`config.mk`:
```
export PLATFORM = sky130hd
export DESIGN_NAME = graph_cycle_class_counter
export DESIGN_NICKNAME = d
export VERILOG_FILES = /design/src/hdl/gccc_pkg.sv /design/src/hdl/gccc_front.sv /design/src/hdl/gccc_queue.sv /design/src/hdl/gccc_back.sv /design/src/hdl/graph_cycle_class_counter.sv
export SDC_FILE = /design/constraint.sdc
export NUM_CORES = 2
export LEC_CHECK = 0
export BUFFER_PORTS_ARGS = -buffer_cell sky130_fd_sc_hd__buf_2
export CELL_PAD_IN_SITES_DETAIL_PLACEMENT = 1
export CELL_PAD_IN_SITES_GLOBAL_PLACEMENT = 1
export CORE_MARGIN = 10
export CORE_UTILIZATION = 40
export DETAILED_ROUTE_END_ITERATION = 8
export PLACE_DENSITY_LB_ADDON = 0.1
export SLEW_MARGIN = 15
export SYNTH_ARGS = -nofsm -noshare
export SYNTH_HDL_FRONTEND = slang
export SYNTH_SLANG_ARGS = --single-unit
export TNS_END_PERCENT = 50
```
`constraint.sdc`:
```
create_clock -name clk -period 7.2 [get_ports clk]
set_clock_uncertainty 0.2 [all_clocks]
set_input_delay 1.08 -clock clk [delete_from_list [all_inputs] [get_ports clk]]
set_output_delay 1.08 -clock clk [all_outputs]
set_load 0.03 [all_outputs]
```
`src/hdl/gccc_pkg.sv`:
```
// shared types, constants and a helper function for the graph cycle class counter
// no dependencies
`default_nettype none

package gccc_pkg;

  localparam int MaxVertices = 16;
  localparam int RowWidth    = 16;
  localparam int SizeSlots   = 14;
  localparam int CfgWidth    = 5;

  localparam logic [0:0] RegVertexCount = 1'b0;
  localparam logic [0:0] RegMaxDepth    = 1'b1;

  localparam logic [4:0] VertexCountReset = 5'd16;
  localparam logic [4:0] MaxDepthReset    = 5'd8;

  typedef logic [MaxVertices-1:0][RowWidth-1:0] adj_t;

  typedef struct packed {
    logic [4:0] n;
    logic [4:0] md;
  } cmd_t;

  typedef enum logic [2:0] {
    ST_IDLE,
    ST_DEGREE,
    ST_CYCLO,
    ST_ENUM,
    ST_DRAIN,
    ST_EMIT
  } back_state_t;

  function automatic logic [4:0] pop_count(input logic [RowWidth-1:0] v);
    logic [4:0] c;
    c = '0;
    for (int i = 0; i < RowWidth; i++) begin
      c = c + {4'b0, v[i]};
    end
    return c;
  endfunction

endpackage

`default_nettype wire

```
`src/hdl/gccc_front.sv`:
```
// front part: configuration registers, adjacency row storage, command issue
// depends on gccc_pkg
`default_nettype none

module gccc_front import gccc_pkg::*; (
  input  wire logic             clk,
  input  wire logic             rst,
  input  wire logic             cfg_valid,
  output logic                  cfg_ready,
  input  wire logic [0:0]       cfg_index,
  input  wire logic [4:0]       cfg_data,
  input  wire logic             accept,
  input  wire logic [3:0]       row_index,
  input  wire logic [15:0]      row_bits,
  input  wire logic             last_row,
  output adj_t                  rows,
  output logic                  push,
  output cmd_t                  cmd
);

  logic [4:0] vertex_count;
  logic [4:0] depth_limit;

  assign cfg_ready = 1'b1;

  always_ff @(posedge clk) begin
    if (rst) begin
      vertex_count <= VertexCountReset;
      depth_limit  <= MaxDepthReset;
    end else if (cfg_valid && cfg_ready) begin
      case (cfg_index)
        RegVertexCount: vertex_count <= cfg_data;
        RegMaxDepth:    depth_limit  <= cfg_data;
        default:        ;
      endcase
    end
  end

  always_ff @(posedge clk) begin
    if (accept) begin
      rows[row_index] <= row_bits;
    end
  end

  assign push = accept && last_row;

  always_comb begin
    cmd.n = vertex_count;
    if (vertex_count < 5'd1) begin
      cmd.n = 5'd1;
    end else if (vertex_count > 5'(MaxVertices)) begin
      cmd.n = 5'(MaxVertices);
    end
    cmd.md = depth_limit;
    if (depth_limit < 5'd3) begin
      cmd.md = 5'd3;
    end else if (depth_limit > 5'd16) begin
      cmd.md = 5'd16;
    end
  end

endmodule

`default_nettype wire

```
`src/hdl/gccc_queue.sv`:
```
// two-entry command queue between front and back parts
// depends on gccc_pkg
`default_nettype none

module gccc_queue import gccc_pkg::*; (
  input  wire logic clk,
  input  wire logic rst,
  input  wire logic push,
  input  wire cmd_t push_cmd,
  input  wire logic pop,
  output logic      not_empty,
  output logic      full,
  output cmd_t      head
);

  cmd_t       slots [2];
  logic       wr_ptr;
  logic       rd_ptr;
  logic [1:0] count;

  assign not_empty = (count != 2'd0);
  assign full      = (count == 2'd2);
  assign head      = slots[rd_ptr];

  always_ff @(posedge clk) begin
    if (push && !full) begin
      slots[wr_ptr] <= push_cmd;
    end
  end

  always_ff @(posedge clk) begin
    if (rst) begin
      wr_ptr <= 1'b0;
      rd_ptr <= 1'b0;
      count  <= 2'd0;
    end else begin
      if (push && !full) begin
        wr_ptr <= ~wr_ptr;
      end
      if (pop && not_empty) begin
        rd_ptr <= ~rd_ptr;
      end
      case ({push && !full, pop && not_empty})
        2'b10:   count <= count + 2'd1;
        2'b01:   count <= count - 2'd1;
        default: count <= count;
      endcase
    end
  end

endmodule

`default_nettype wire

```
`src/hdl/gccc_back.sv`:
```
// back part: degree scan, subset enumeration and class vector output
// depends on gccc_pkg
`default_nettype none

module gccc_back import gccc_pkg::*; (
  input  wire logic         clk,
  input  wire logic         rst,
  input  wire adj_t         rows,
  input  wire logic         cmd_avail,
  input  wire cmd_t         cmd,
  output logic              pop,
  output logic              active,
  output logic              strobe,
  output logic [3:0]        entry_index,
  output logic signed [16:0] entry_value,
  output logic              last_entry
);

  back_state_t state, state_next;

  logic [4:0]  n, n_next;
  logic [4:0]  md, md_next;
  logic [4:0]  depth, depth_next;
  logic [15:0] vmask, vmask_next;
  logic [3:0]  vidx, vidx_next;
  logic [4:0]  tails, tails_next;
  logic [8:0]  degsum, degsum_next;
  logic signed [8:0] cyc, cyc_next;
  logic [15:0] subset_counter, subset_counter_next;
  logic [15:0] size_counts [SizeSlots];
  logic        hit, hit_next;
  logic [3:0]  hit_slot, hit_slot_next;
  logic [3:0]  kidx, kidx_next;
  logic        clear_counts;

  logic              strobe_next;
  logic [3:0]        entry_index_next;
  logic signed [16:0] entry_value_next;
  logic              last_entry_next;

  logic [4:0]  deg;
  logic signed [9:0] diff;
  logic [4:0]  ssize;
  logic        all_two;
  logic [15:0] inner;

  assign active = (state != ST_IDLE);

  always_comb begin
    deg  = pop_count(rows[vidx] & vmask);
    diff = $signed({1'b0, degsum}) - $signed({4'b0, n, 1'b0}) + 10'sd2;
    ssize = pop_count(subset_counter);
    all_two = 1'b1;
    for (int v = 0; v < MaxVertices; v++) begin
      inner = rows[v] & vmask & subset_counter;
      if (subset_counter[v] && (pop_count(inner) != 5'd2)) begin
        all_two = 1'b0;
      end
    end
  end

  always_comb begin
    state_next          = state;
    n_next              = n;
    md_next             = md;
    depth_next          = depth;
    vmask_next          = vmask;
    vidx_next           = vidx;
    tails_next          = tails;
    degsum_next         = degsum;
    cyc_next            = cyc;
    subset_counter_next = subset_counter;
    hit_next            = 1'b0;
    hit_slot_next       = hit_slot;
    kidx_next           = kidx;
    clear_counts        = 1'b0;
    pop                 = 1'b0;
    strobe_next         = 1'b0;
    entry_index_next    = entry_index;
    entry_value_next    = entry_value;
    last_entry_next     = last_entry;

    case (state)
      ST_IDLE: begin
        if (cmd_avail) begin
          pop                 = 1'b1;
          n_next              = cmd.n;
          md_next             = cmd.md;
          depth_next          = (cmd.md > cmd.n) ? cmd.n : cmd.md;
          for (int j = 0; j < RowWidth; j++) begin
            vmask_next[j] = (5'(j) < cmd.n);
          end
          vidx_next           = '0;
          tails_next          = '0;
          degsum_next         = '0;
          subset_counter_next = '0;
          clear_counts        = 1'b1;
          state_next          = ST_DEGREE;
        end
      end
      ST_DEGREE: begin
        degsum_next = degsum + {4'b0, deg};
        if (deg == 5'd1) begin
          tails_next = tails + 5'd1;
        end
        vidx_next = vidx + 4'd1;
        if (vidx == 4'(n - 5'd1)) begin
          state_next = ST_CYCLO;
        end
      end
      ST_CYCLO: begin
        if (diff[9] && diff[0]) begin
          cyc_next = 9'((diff + 10'sd1) >>> 1);
        end else begin
          cyc_next = 9'(diff >>> 1);
        end
        kidx_next = '0;
        if (!cyc_next[8] && (cyc_next != 9'sd0)) begin
          state_next = ST_ENUM;
        end else begin
          state_next = ST_EMIT;
        end
      end
      ST_ENUM: begin
        hit_next      = all_two && (ssize >= 5'd3) && (ssize <= depth);
        hit_slot_next = 4'(ssize - 5'd3);
        if (subset_counter == vmask) begin
          state_next = ST_DRAIN;
        end else begin
          subset_counter_next = subset_counter + 16'd1;
        end
      end
      ST_DRAIN: begin
        state_next = ST_EMIT;
      end
      ST_EMIT: begin
        strobe_next      = 1'b1;
        entry_index_next = kidx;
        last_entry_next  = ({1'b0, kidx} == (md - 5'd1));
        if (kidx == 4'd0) begin
          entry_value_next = {12'b0, tails};
        end else if (kidx == 4'd1) begin
          entry_value_next = {{8{cyc[8]}}, cyc};
        end else if (({1'b0, kidx} + 5'd1) <= depth) begin
          entry_value_next = {1'b0, size_counts[kidx - 4'd2]};
        end else begin
          entry_value_next = '0;
        end
        kidx_next = kidx + 4'd1;
        if (last_entry_next) begin
          state_next = ST_IDLE;
        end
      end
      default: begin
        state_next = ST_IDLE;
      end
    endcase
  end

  always_ff @(posedge clk) begin
    if (rst) begin
      state          <= ST_IDLE;
      hit            <= 1'b0;
      strobe         <= 1'b0;
      subset_counter <= '0;
    end else begin
      state          <= state_next;
      hit            <= hit_next;
      strobe         <= strobe_next;
      subset_counter <= subset_counter_next;
    end
  end

  always_ff @(posedge clk) begin
    n           <= n_next;
    md          <= md_next;
    depth       <= depth_next;
    vmask       <= vmask_next;
    vidx        <= vidx_next;
    tails       <= tails_next;
    degsum      <= degsum_next;
    cyc         <= cyc_next;
    hit_slot    <= hit_slot_next;
    kidx        <= kidx_next;
    entry_index <= entry_index_next;
    entry_value <= entry_value_next;
    last_entry  <= last_entry_next;
  end

  always_ff @(posedge clk) begin
    if (rst || clear_counts) begin
      for (int i = 0; i < SizeSlots; i++) begin
        size_counts[i] <= '0;
      end
    end else if (hit && (size_counts[hit_slot] != 16'hFFFF)) begin
      size_counts[hit_slot] <= size_counts[hit_slot] + 16'd1;
    end
  end

endmodule

`default_nettype wire

```
`src/hdl/graph_cycle_class_counter.sv`:
```
// top level of the graph cycle class counter
// depends on gccc_pkg, gccc_front, gccc_queue, gccc_back
//
//   channel  | handshake               | payload
//   ---------+-------------------------+------------------------------------
//   rows in  | start, busy             | row_index, row_bits, last_row
//   results  | strobe                  | entry_index, entry_value, last_entry
//   config   | cfg_valid, cfg_ready    | cfg_index, cfg_data
//
// a row without last_row leaves busy low
// a last row runs the degree scan, the cyclomatic count and the class vector output, plus subset
// enumeration (one subset per cycle in the back part) when the cyclomatic count is positive
// busy is high from the last row until the final entry has been issued
// results leave one per cycle on strobe; the receiver cannot stall
// reset is synchronous; configuration returns to 16 vertices, depth 8
`default_nettype none

module graph_cycle_class_counter import gccc_pkg::*; (
  input  wire logic         clk,
  input  wire logic         rst,
  input  wire logic         start,
  output logic              busy,
  input  wire logic [3:0]   row_index,
  input  wire logic [15:0]  row_bits,
  input  wire logic         last_row,
  output logic              strobe,
  output logic [3:0]        entry_index,
  output logic signed [16:0] entry_value,
  output logic              last_entry,
  input  wire logic         cfg_valid,
  output logic              cfg_ready,
  input  wire logic [0:0]   cfg_index,
  input  wire logic [4:0]   cfg_data
);

  adj_t rows;
  logic push;
  cmd_t push_cmd;
  logic pop;
  logic q_not_empty;
  logic q_full;
  cmd_t q_head;
  logic back_active;
  logic accept;

  assign busy   = back_active || q_not_empty || q_full;
  assign accept = start && !busy;

  gccc_front u_front (
    .clk       (clk),
    .rst       (rst),
    .cfg_valid (cfg_valid),
    .cfg_ready (cfg_ready),
    .cfg_index (cfg_index),
    .cfg_data  (cfg_data),
    .accept    (accept),
    .row_index (row_index),
    .row_bits  (row_bits),
    .last_row  (last_row),
    .rows      (rows),
    .push      (push),
    .cmd       (push_cmd)
  );

  gccc_queue u_queue (
    .clk       (clk),
    .rst       (rst),
    .push      (push),
    .push_cmd  (push_cmd),
    .pop       (pop),
    .not_empty (q_not_empty),
    .full      (q_full),
    .head      (q_head)
  );

  gccc_back u_back (
    .clk         (clk),
    .rst         (rst),
    .rows        (rows),
    .cmd_avail   (q_not_empty),
    .cmd         (q_head),
    .pop         (pop),
    .active      (back_active),
    .strobe      (strobe),
    .entry_index (entry_index),
    .entry_value (entry_value),
    .last_entry  (last_entry)
  );

endmodule

`default_nettype wire

```
# Word level (Yosys, flattened, before mapping)
# Memory sizes are Yosys's and may differ from the RTL's. A register that Yosys moved wholly into a read port is not among the register bits.
# Cells that the tools add are included.
op_classes:
  addsub: 286
  n_mul: 0
  n_div: 0
  n_lt_le_gt_ge: 27
  n_eq_ne: 36
  n_shift: 0
  mux: 65
  n_bitwise: 37
  n_reduce_logical: 50
ops:
  columns: ["op", "count"]
  rows:
  - ["adder 5 x 1 -> 5 bit", 252]
  - ["AND 16 bit", 33]
  - ["bitwise mux 256 bit", 1]
  - ["two-way mux 16 bit", 6]
  - ["inequality test 5 x 2 -> 1 bit, second input constant", 16]
  - ["binary-select mux 16 bit (select 4 bit)", 1]
  - ["demux 16 bit (select 4 bit)", 1]
  - ["< comparator 4 x 5 -> 1 bit, first input constant", 8]
  - ["two-way mux 5 bit", 8]
  - ["adder 1 x 1 -> 2 bit", 18]
  - ["adder 16 x 1 -> 16 bit, second input constant", 2]
  - ["one-hot mux 16 bit (2 select lines)", 1]
  - ["two-way mux 1 bit", 29]
  - ["two-way mux 9 bit", 3]
  - ["logical AND 1 bit", 26]
  - ["< comparator 3 x 5 -> 1 bit, first input constant", 4]
  - ["one-hot mux 3 bit (6 select lines)", 1]
  - ["one-hot mux 9 bit (2 select lines)", 1]
  - ["two-way mux 17 bit", 1]
  - ["== test 16 bit", 1]
  - ["inequality test 16 bit, second input constant", 1]
  - ["one-hot mux 4 bit (2 select lines)", 2]
  - ["OR reduction 16 bit", 1]
  - ["two-way mux 3 bit", 5]
  - ["48 further kinds", 79]
word_totals:
  register_bits: 379
  latch_bits: 0
  mem_bits_rw: 244
  rom_bits: 0
  in_bits: 31
  out_inout_bits: 25
  wordCells: 542
  n_memories: 2
memory_table:
  columns: ["name", "words", "word_bits", "rd", "rd_clocked_by_memory_dff", "write_ports", "line", "text"]
  rows:
  - ["u_back.size_counts", 14, 16, 2, 1, 14, "gccc_back.sv:30", "logic [15:0] size_counts [SizeSlots];"]
  - ["u_queue.slots", 2, 10, 1, 1, 1, "gccc_queue.sv:16", "cmd_t slots [2];"]

# Depth between registers and ports, before layout
depth:
  depth_word: 37
  ltp_mapped: 25
  mapped_depth_nobuf: 23

# Modules after synthesis
# From an unflattened synthesis, not the netlist that was laid out.
hier_totals:
  hier_cells: 2831
  hier_area_um2: 38429.4
by_module_without_submodules:
  columns: ["module", "n_inst", "cells_per_inst", "area_each_um2", "seq_area_each_um2"]
  rows:
  - ["gccc_back", 1, 2435, 29158.0, 10800.4]
  - ["gccc_front", 1, 337, 8311.7, 7887.6]
  - ["gccc_queue", 1, 57, 944.7, 700.7]
  - ["graph_cycle_class_counter", 1, 2, 15.0, 0.0]

# Worst setup path before layout
# Ideal clock, no wire load.
synth_path:
  path_kind: "register -> register"
  from: "register u_back.vidx[0]"
  to: "register u_back.degsum[8], data pin"
  setup_ns: 0.266
  arrival_time_ns: 6.856
  required_time_ns: 6.734
  setup_slack_ns: -0.122
  path_stages_with_launch: 25
  path_buffers: 2
  synth_period_minus_slack_ns: 7.322
  cell_sequence: "edfxtp_1 -> clkbuf_1 -> buf_1 -> mux4_2 -> mux4_2 -> and2_1 -> ha_1 -> inv_1 -> fa_1 -> inv_1 -> fa_1 -> fa_1 -> inv_1 -> fa_1 -> fa_1 -> fa_1 -> inv_1 -> fa_1 -> a21o_1 -> a21oi_1 -> nor2b_1 -> o21a_1 -> nand2_1 -> xnor2_1 -> nor2_1"
synth_via:
  elab_chain_cells: 20
synth_rtl:
  columns: ["element", "line", "text"]
  rows:
  - ["from (decl)", "gccc_back.sv:25", "logic [3:0] vidx, vidx_next;"]
  - ["from (signal assigned)", "gccc_back.sv:179", "vidx <= vidx_next;"]
  - ["binary-select mux 16 bit (select 4 bit) (*)", "gccc_back.sv:50", "deg = pop_count(rows[vidx] & vmask);"]
  - ["two-way mux 16 bit (implied by the code) (*)", "gccc_back.sv:50", null]
  - ["AND 16 bit (*)", "gccc_back.sv:50", null]
  - ["adder 1 x 1 -> 2 bit", "gccc_pkg.sv:38", "c = c + {4'b0, v[i]};"]
  - ["adder 5 x 1 -> 5 bit (13 in series)", "gccc_pkg.sv:38", null]
  - ["adder 5 x 1 -> 5 bit (*)", "gccc_pkg.sv:38", null]
  - ["adder 9 x 5 -> 9 bit (*)", "gccc_back.sv:102", "degsum_next = degsum + {4'b0, deg};"]
  - ["one-hot mux 9 bit (2 select lines) (*)", "gccc_back.sv:83", "case (state)"]
  - ["to (signal assigned)", "gccc_back.sv:181", "degsum <= degsum_next;"]
  - ["to (decl)", "gccc_back.sv:27", "logic [8:0] degsum, degsum_next;"]
# Mark *: on every way between the ends. The rest lies on a longest branch, timed or not. The select of a mux whose other input is x is not followed.
# A chain may end at the register's enable or synchronous reset.

# Worst setup path after layout
# Ends and elaborated chain as after synthesis.

==> impl_metrics.env <==
export IMPL_tns_ns=0
export IMPL_dp_cells=4120
export IMPL_die_x_um=329
export IMPL_io_buffer_count=54
export IMPL_pre_cts_ws_ns=-0.171
export IMPL_max_slew_margin_pct=26.5
export IMPL_gp_congestion=0.907
export IMPL_p_comb_share_pct=46.7
export IMPL_worst_pin_slew_ns=1.10
export IMPL_slowest_delay_ns=0.61
export IMPL_core_um2=94900
export IMPL_top_usage_layer="met2"
export IMPL_viasPerCell=5.67
export IMPL_n_antenna_cell=0
export IMPL_track_usage_pct=24.1
export IMPL_clk_latency_ns=0.67
export IMPL_syn2layout_area_growth_pct=13.1
export IMPL_synth_top_cell_area_share_pct=48.7
export IMPL_die_area_um2=108000
export IMPL_ys_seq_area_share_pct=50.8
export IMPL_p_leak_nw=16.2
export IMPL_cts_path_max_buffers=3
export IMPL_crit_chain="buf_4 -> buf_16 -> mux4_2 -> mux4_2 -> and2_1 -> ha_4 -> inv_2 -> fa_1 -> inv_2 -> fa_2 -> fa_1 -> inv_1 -> fa_1 -> fa_2 -> fa_2 -> inv_2 -> fa_2 -> a21o_1 -> a21oi_2 -> nor2b_1 -> o21a_1 -> nand2_1 -> xnor2_1 -> nor2_1"
export IMPL_ys_seq_elements=659
export IMPL_drc=0
export IMPL_cap_violations=0
export IMPL_min_period_ns=6.96
export IMPL_wirelength_mm=129
export IMPL_post_route_util_pct=45.5
export IMPL_power_frac_clock_pct=22.9
export IMPL_final_net_count=3293
export IMPL_hold_viol=0
export IMPL_synth_area_leader_cell="edfxtp_1"
export IMPL_hold_path_class="reg -> reg"
export IMPL_cpMostUsedCell="fa_2"
export IMPL_syn_nets=3185
export IMPL_cp_num_buf_inv=6
export IMPL_drv_slew=0
export IMPL_critPathMaxFanout=4
export IMPL_setup_viol=0
export IMPL_p_seq_share_pct=30.4
export IMPL_netlist_area_um2=38200
export IMPL_clkTransAtPathRegs_ns=0.06
export IMPL_use_met1_pct=28.0
export IMPL_cp_data_arrival_time_ns=7.13
export IMPL_crit_family="adder cells"
export IMPL_grt_pass1_wl_mm=188
export IMPL_clock_sinks=659
export IMPL_min_period_over_period_pct=96.6
export IMPL_hpwl_mm=94.5
export IMPL_grt_pass1_vias=26742
export IMPL_switching_power_w=0.00688
export IMPL_outcome="completed"
export IMPL_fmax_mhz=144
export IMPL_final_fill_count=9621
export IMPL_synth_edf_count=619
export IMPL_routed_via_count=24227
export IMPL_overflow=0
export IMPL_met2_usage_pct=43.5
export IMPL_cts_made_buffers=80
export IMPL_die_y_um=329
export IMPL_layoutNonFillerInstCount=4271
export IMPL_grt_antenna_before_repair=2
export IMPL_ant_nets=0
export IMPL_synthTopCellsByArea="edfxtp_1 (49%), mux4_2 (14%), fa_1 (9.5%)"
export IMPL_rsz0062_at_grt="yes"
export IMPL_async_flop_share_pct=0
export IMPL_wl_per_cell_um=30.3
export IMPL_start_util_pct=40.2
export IMPL_power_internal_w=0.0113
export IMPL_clock_root_buffer="clkbuf_16"
export IMPL_drt_iter0_markers=2008
export IMPL_ys_warn_count=0
export IMPL_yosysUniqueCellTypes=70
export IMPL_first_pass_iters=5
export IMPL_swShare_pct=37.9
export IMPL_grt_max_degree=71
export IMPL_yosysMostFrequentCell="edfxtp_1"
export IMPL_critPathLaunchType="flip-flop"
export IMPL_io_pins=56
export IMPL_avgSynthCellArea_um2=13.5
export IMPL_crit_type="reg -> reg"
export IMPL_htree_levels=3
export IMPL_fin_ws_ns=0.243
export IMPL_drive_above_1_share_pct=20.1
export IMPL_synthTopCellsByCount="edfxtp_1 (619), nor2_1 (308), inv_1 (285)"
export IMPL_syn_inst=2834
export IMPL_gr_usage_met3_pct=3.44
export IMPL_slowest_stage="fa_2"
export IMPL_holdWs_ns=0.262
export IMPL_power_density_nw_per_um2=420
export IMPL_ys_flop_type="edfxtp_1"
export IMPL_cp_required_ns=7.38
export IMPL_cts_tree="yes"
export IMPL_core_rowCount=113
export IMPL_irDropWorstVdd_mv=0.797
export IMPL_endpoint_kind="flip-flop"
## state kept, by name, indices dropped and copies added, names as in the netlist, 9 cells and up, named ones only
register,flops
u_back.degsum,9
u_back.subset_counter,16
u_back.size_counts,256
u_queue.slots,20
u_back.cyc,9
u_back.vmask,16
u_front.rows,256
u_back.entry_value,17
## metal layers
layer  routed length [µm]  vias up
li1                     -    10422
met1                49000    12884
met2                68300      695
met3                 5640      224
met4                 6470        2
met5                   13        -
## cells in the final DEF, fill, tap and decap left out, drive strengths merged, types with 4 or more instances in the layout
cell	instances
fa	182
nor4	6
nor4b	9
mux4	240
nand4	5
or3	14
mux2	8
a2111oi	4
and3	95
and2	24
nand3	44
xnor2	51
nor3b	4
o31ai	5
inv	294
clkinv	26
nor2b	35
xor2	18
or4b	11
o21a	7
o22ai	6
a31oi	10
nor3	30
a2bb2oi	6
bufinv	9
clkinvlp	7
clkbuf	96
mux2i	20
o211ai	6
edfxtp	619
dfxtp	40
or4	4
nand2b	27
buf	173
o21ai	49
ha	138
nor2	317
a21oi	47
nand2	280
a21o	8
## timing repair
action                     in CTS  in global routing
gates cloned                    1                  0
setup endpoints to repair       4                  4
setup buffers                   3                  1
resized for setup               6                 13
hold buffers                    0                  0
pin swaps                       1                 15
## worst reg2reg max path: stages, from the launching register on
cell and delay [ns]:
edfxtp_1 0.40, buf_4 0.18, buf_16 0.13, mux4_2 0.42
mux4_2 0.46, and2_1 0.20, ha_4 0.27, inv_2 0.04
fa_1 0.49, inv_2 0.07, fa_2 0.62, fa_1 0.43
inv_1 0.09, fa_1 0.44, fa_2 0.40, fa_2 0.59
inv_2 0.06, fa_2 0.35, a21o_1 0.18, a21oi_2 0.13
nor2b_1 0.07, o21a_1 0.21, nand2_1 0.08, xnor2_1 0.12
nor2_1 0.05
## power groups by stage
stage / logic (W) / clock network [W] / registers [W]
after floorplan: 0.00554 / 0 / 0.00531
after global placement: 0.00774 / 0 / 0.00555
after detailed placement: 0.00791 / 0 / 0.00558
after CTS: 0.00807 / 0.00423 / 0.00551
after global routing: 0.00933 / 0.00438 / 0.00558
final: 0.00847 / 0.00415 / 0.00552
## through the flow
step,total power [W],cell area [µm²]
6_report,0.0181,43100
5_1_grt,0.0193,43100
4_1_cts,0.0178,43100
3_5_place_dp,0.0135,40400
3_3_place_gp,0.0133,40300
2_1_floorplan,0.0109,38200
## layout make-up
| cell class | instances | area, µm² | share of cell area, % |
|---|---|---|---|
| clock inverters | 50 | 558 | 1.29 |
| well taps | 1265 | 1580 | 3.67 |
| inverters | 286 | 1070 | 2.49 |
| repair buffers | 173 | 1230 | 2.86 |
| clock buffers | 96 | 2100 | 4.87 |
| multi-input cells | 1742 | 17200 | 39.9 |
| flip-flops and latches | 659 | 19400 | 44.9 |
## logic make-up after synthesis
family / count (synthesis) / synth area share [%]
fa+ha+maj: 320 / 14.1
buf+inv: 433 / 4.46
flops: 659 / 50.8
compound gates: 169 / 2.79
simple gates: 914 / 11.3
xor+xnor: 70 / 1.64
mux: 268 / 14.9
other cells: 1 / 0.00983
## path summary, 6_finish.rpt
kind,startpoint,endpoint,slack (ns),cells past startpoint
worst max register to register,u_back.vidx[0]$_SDFFCE_PN0P_,u_back.degsum[8]$_SDFFCE_PN0P_,0.24,24
worst min-delay path,u_front.depth_limit[0]$_SDFFE_PP0P_,u_front.depth_limit[0]$_SDFFE_PP0P_,0.26,2
worst max-delay path,u_back.vidx[0]$_SDFFCE_PN0P_,u_back.degsum[8]$_SDFFCE_PN0P_,0.24,24
worst min register to register,u_front.depth_limit[0]$_SDFFE_PP0P_,u_front.depth_limit[0]$_SDFFE_PP0P_,0.26,2
Power figures use the tool's default switching activity.
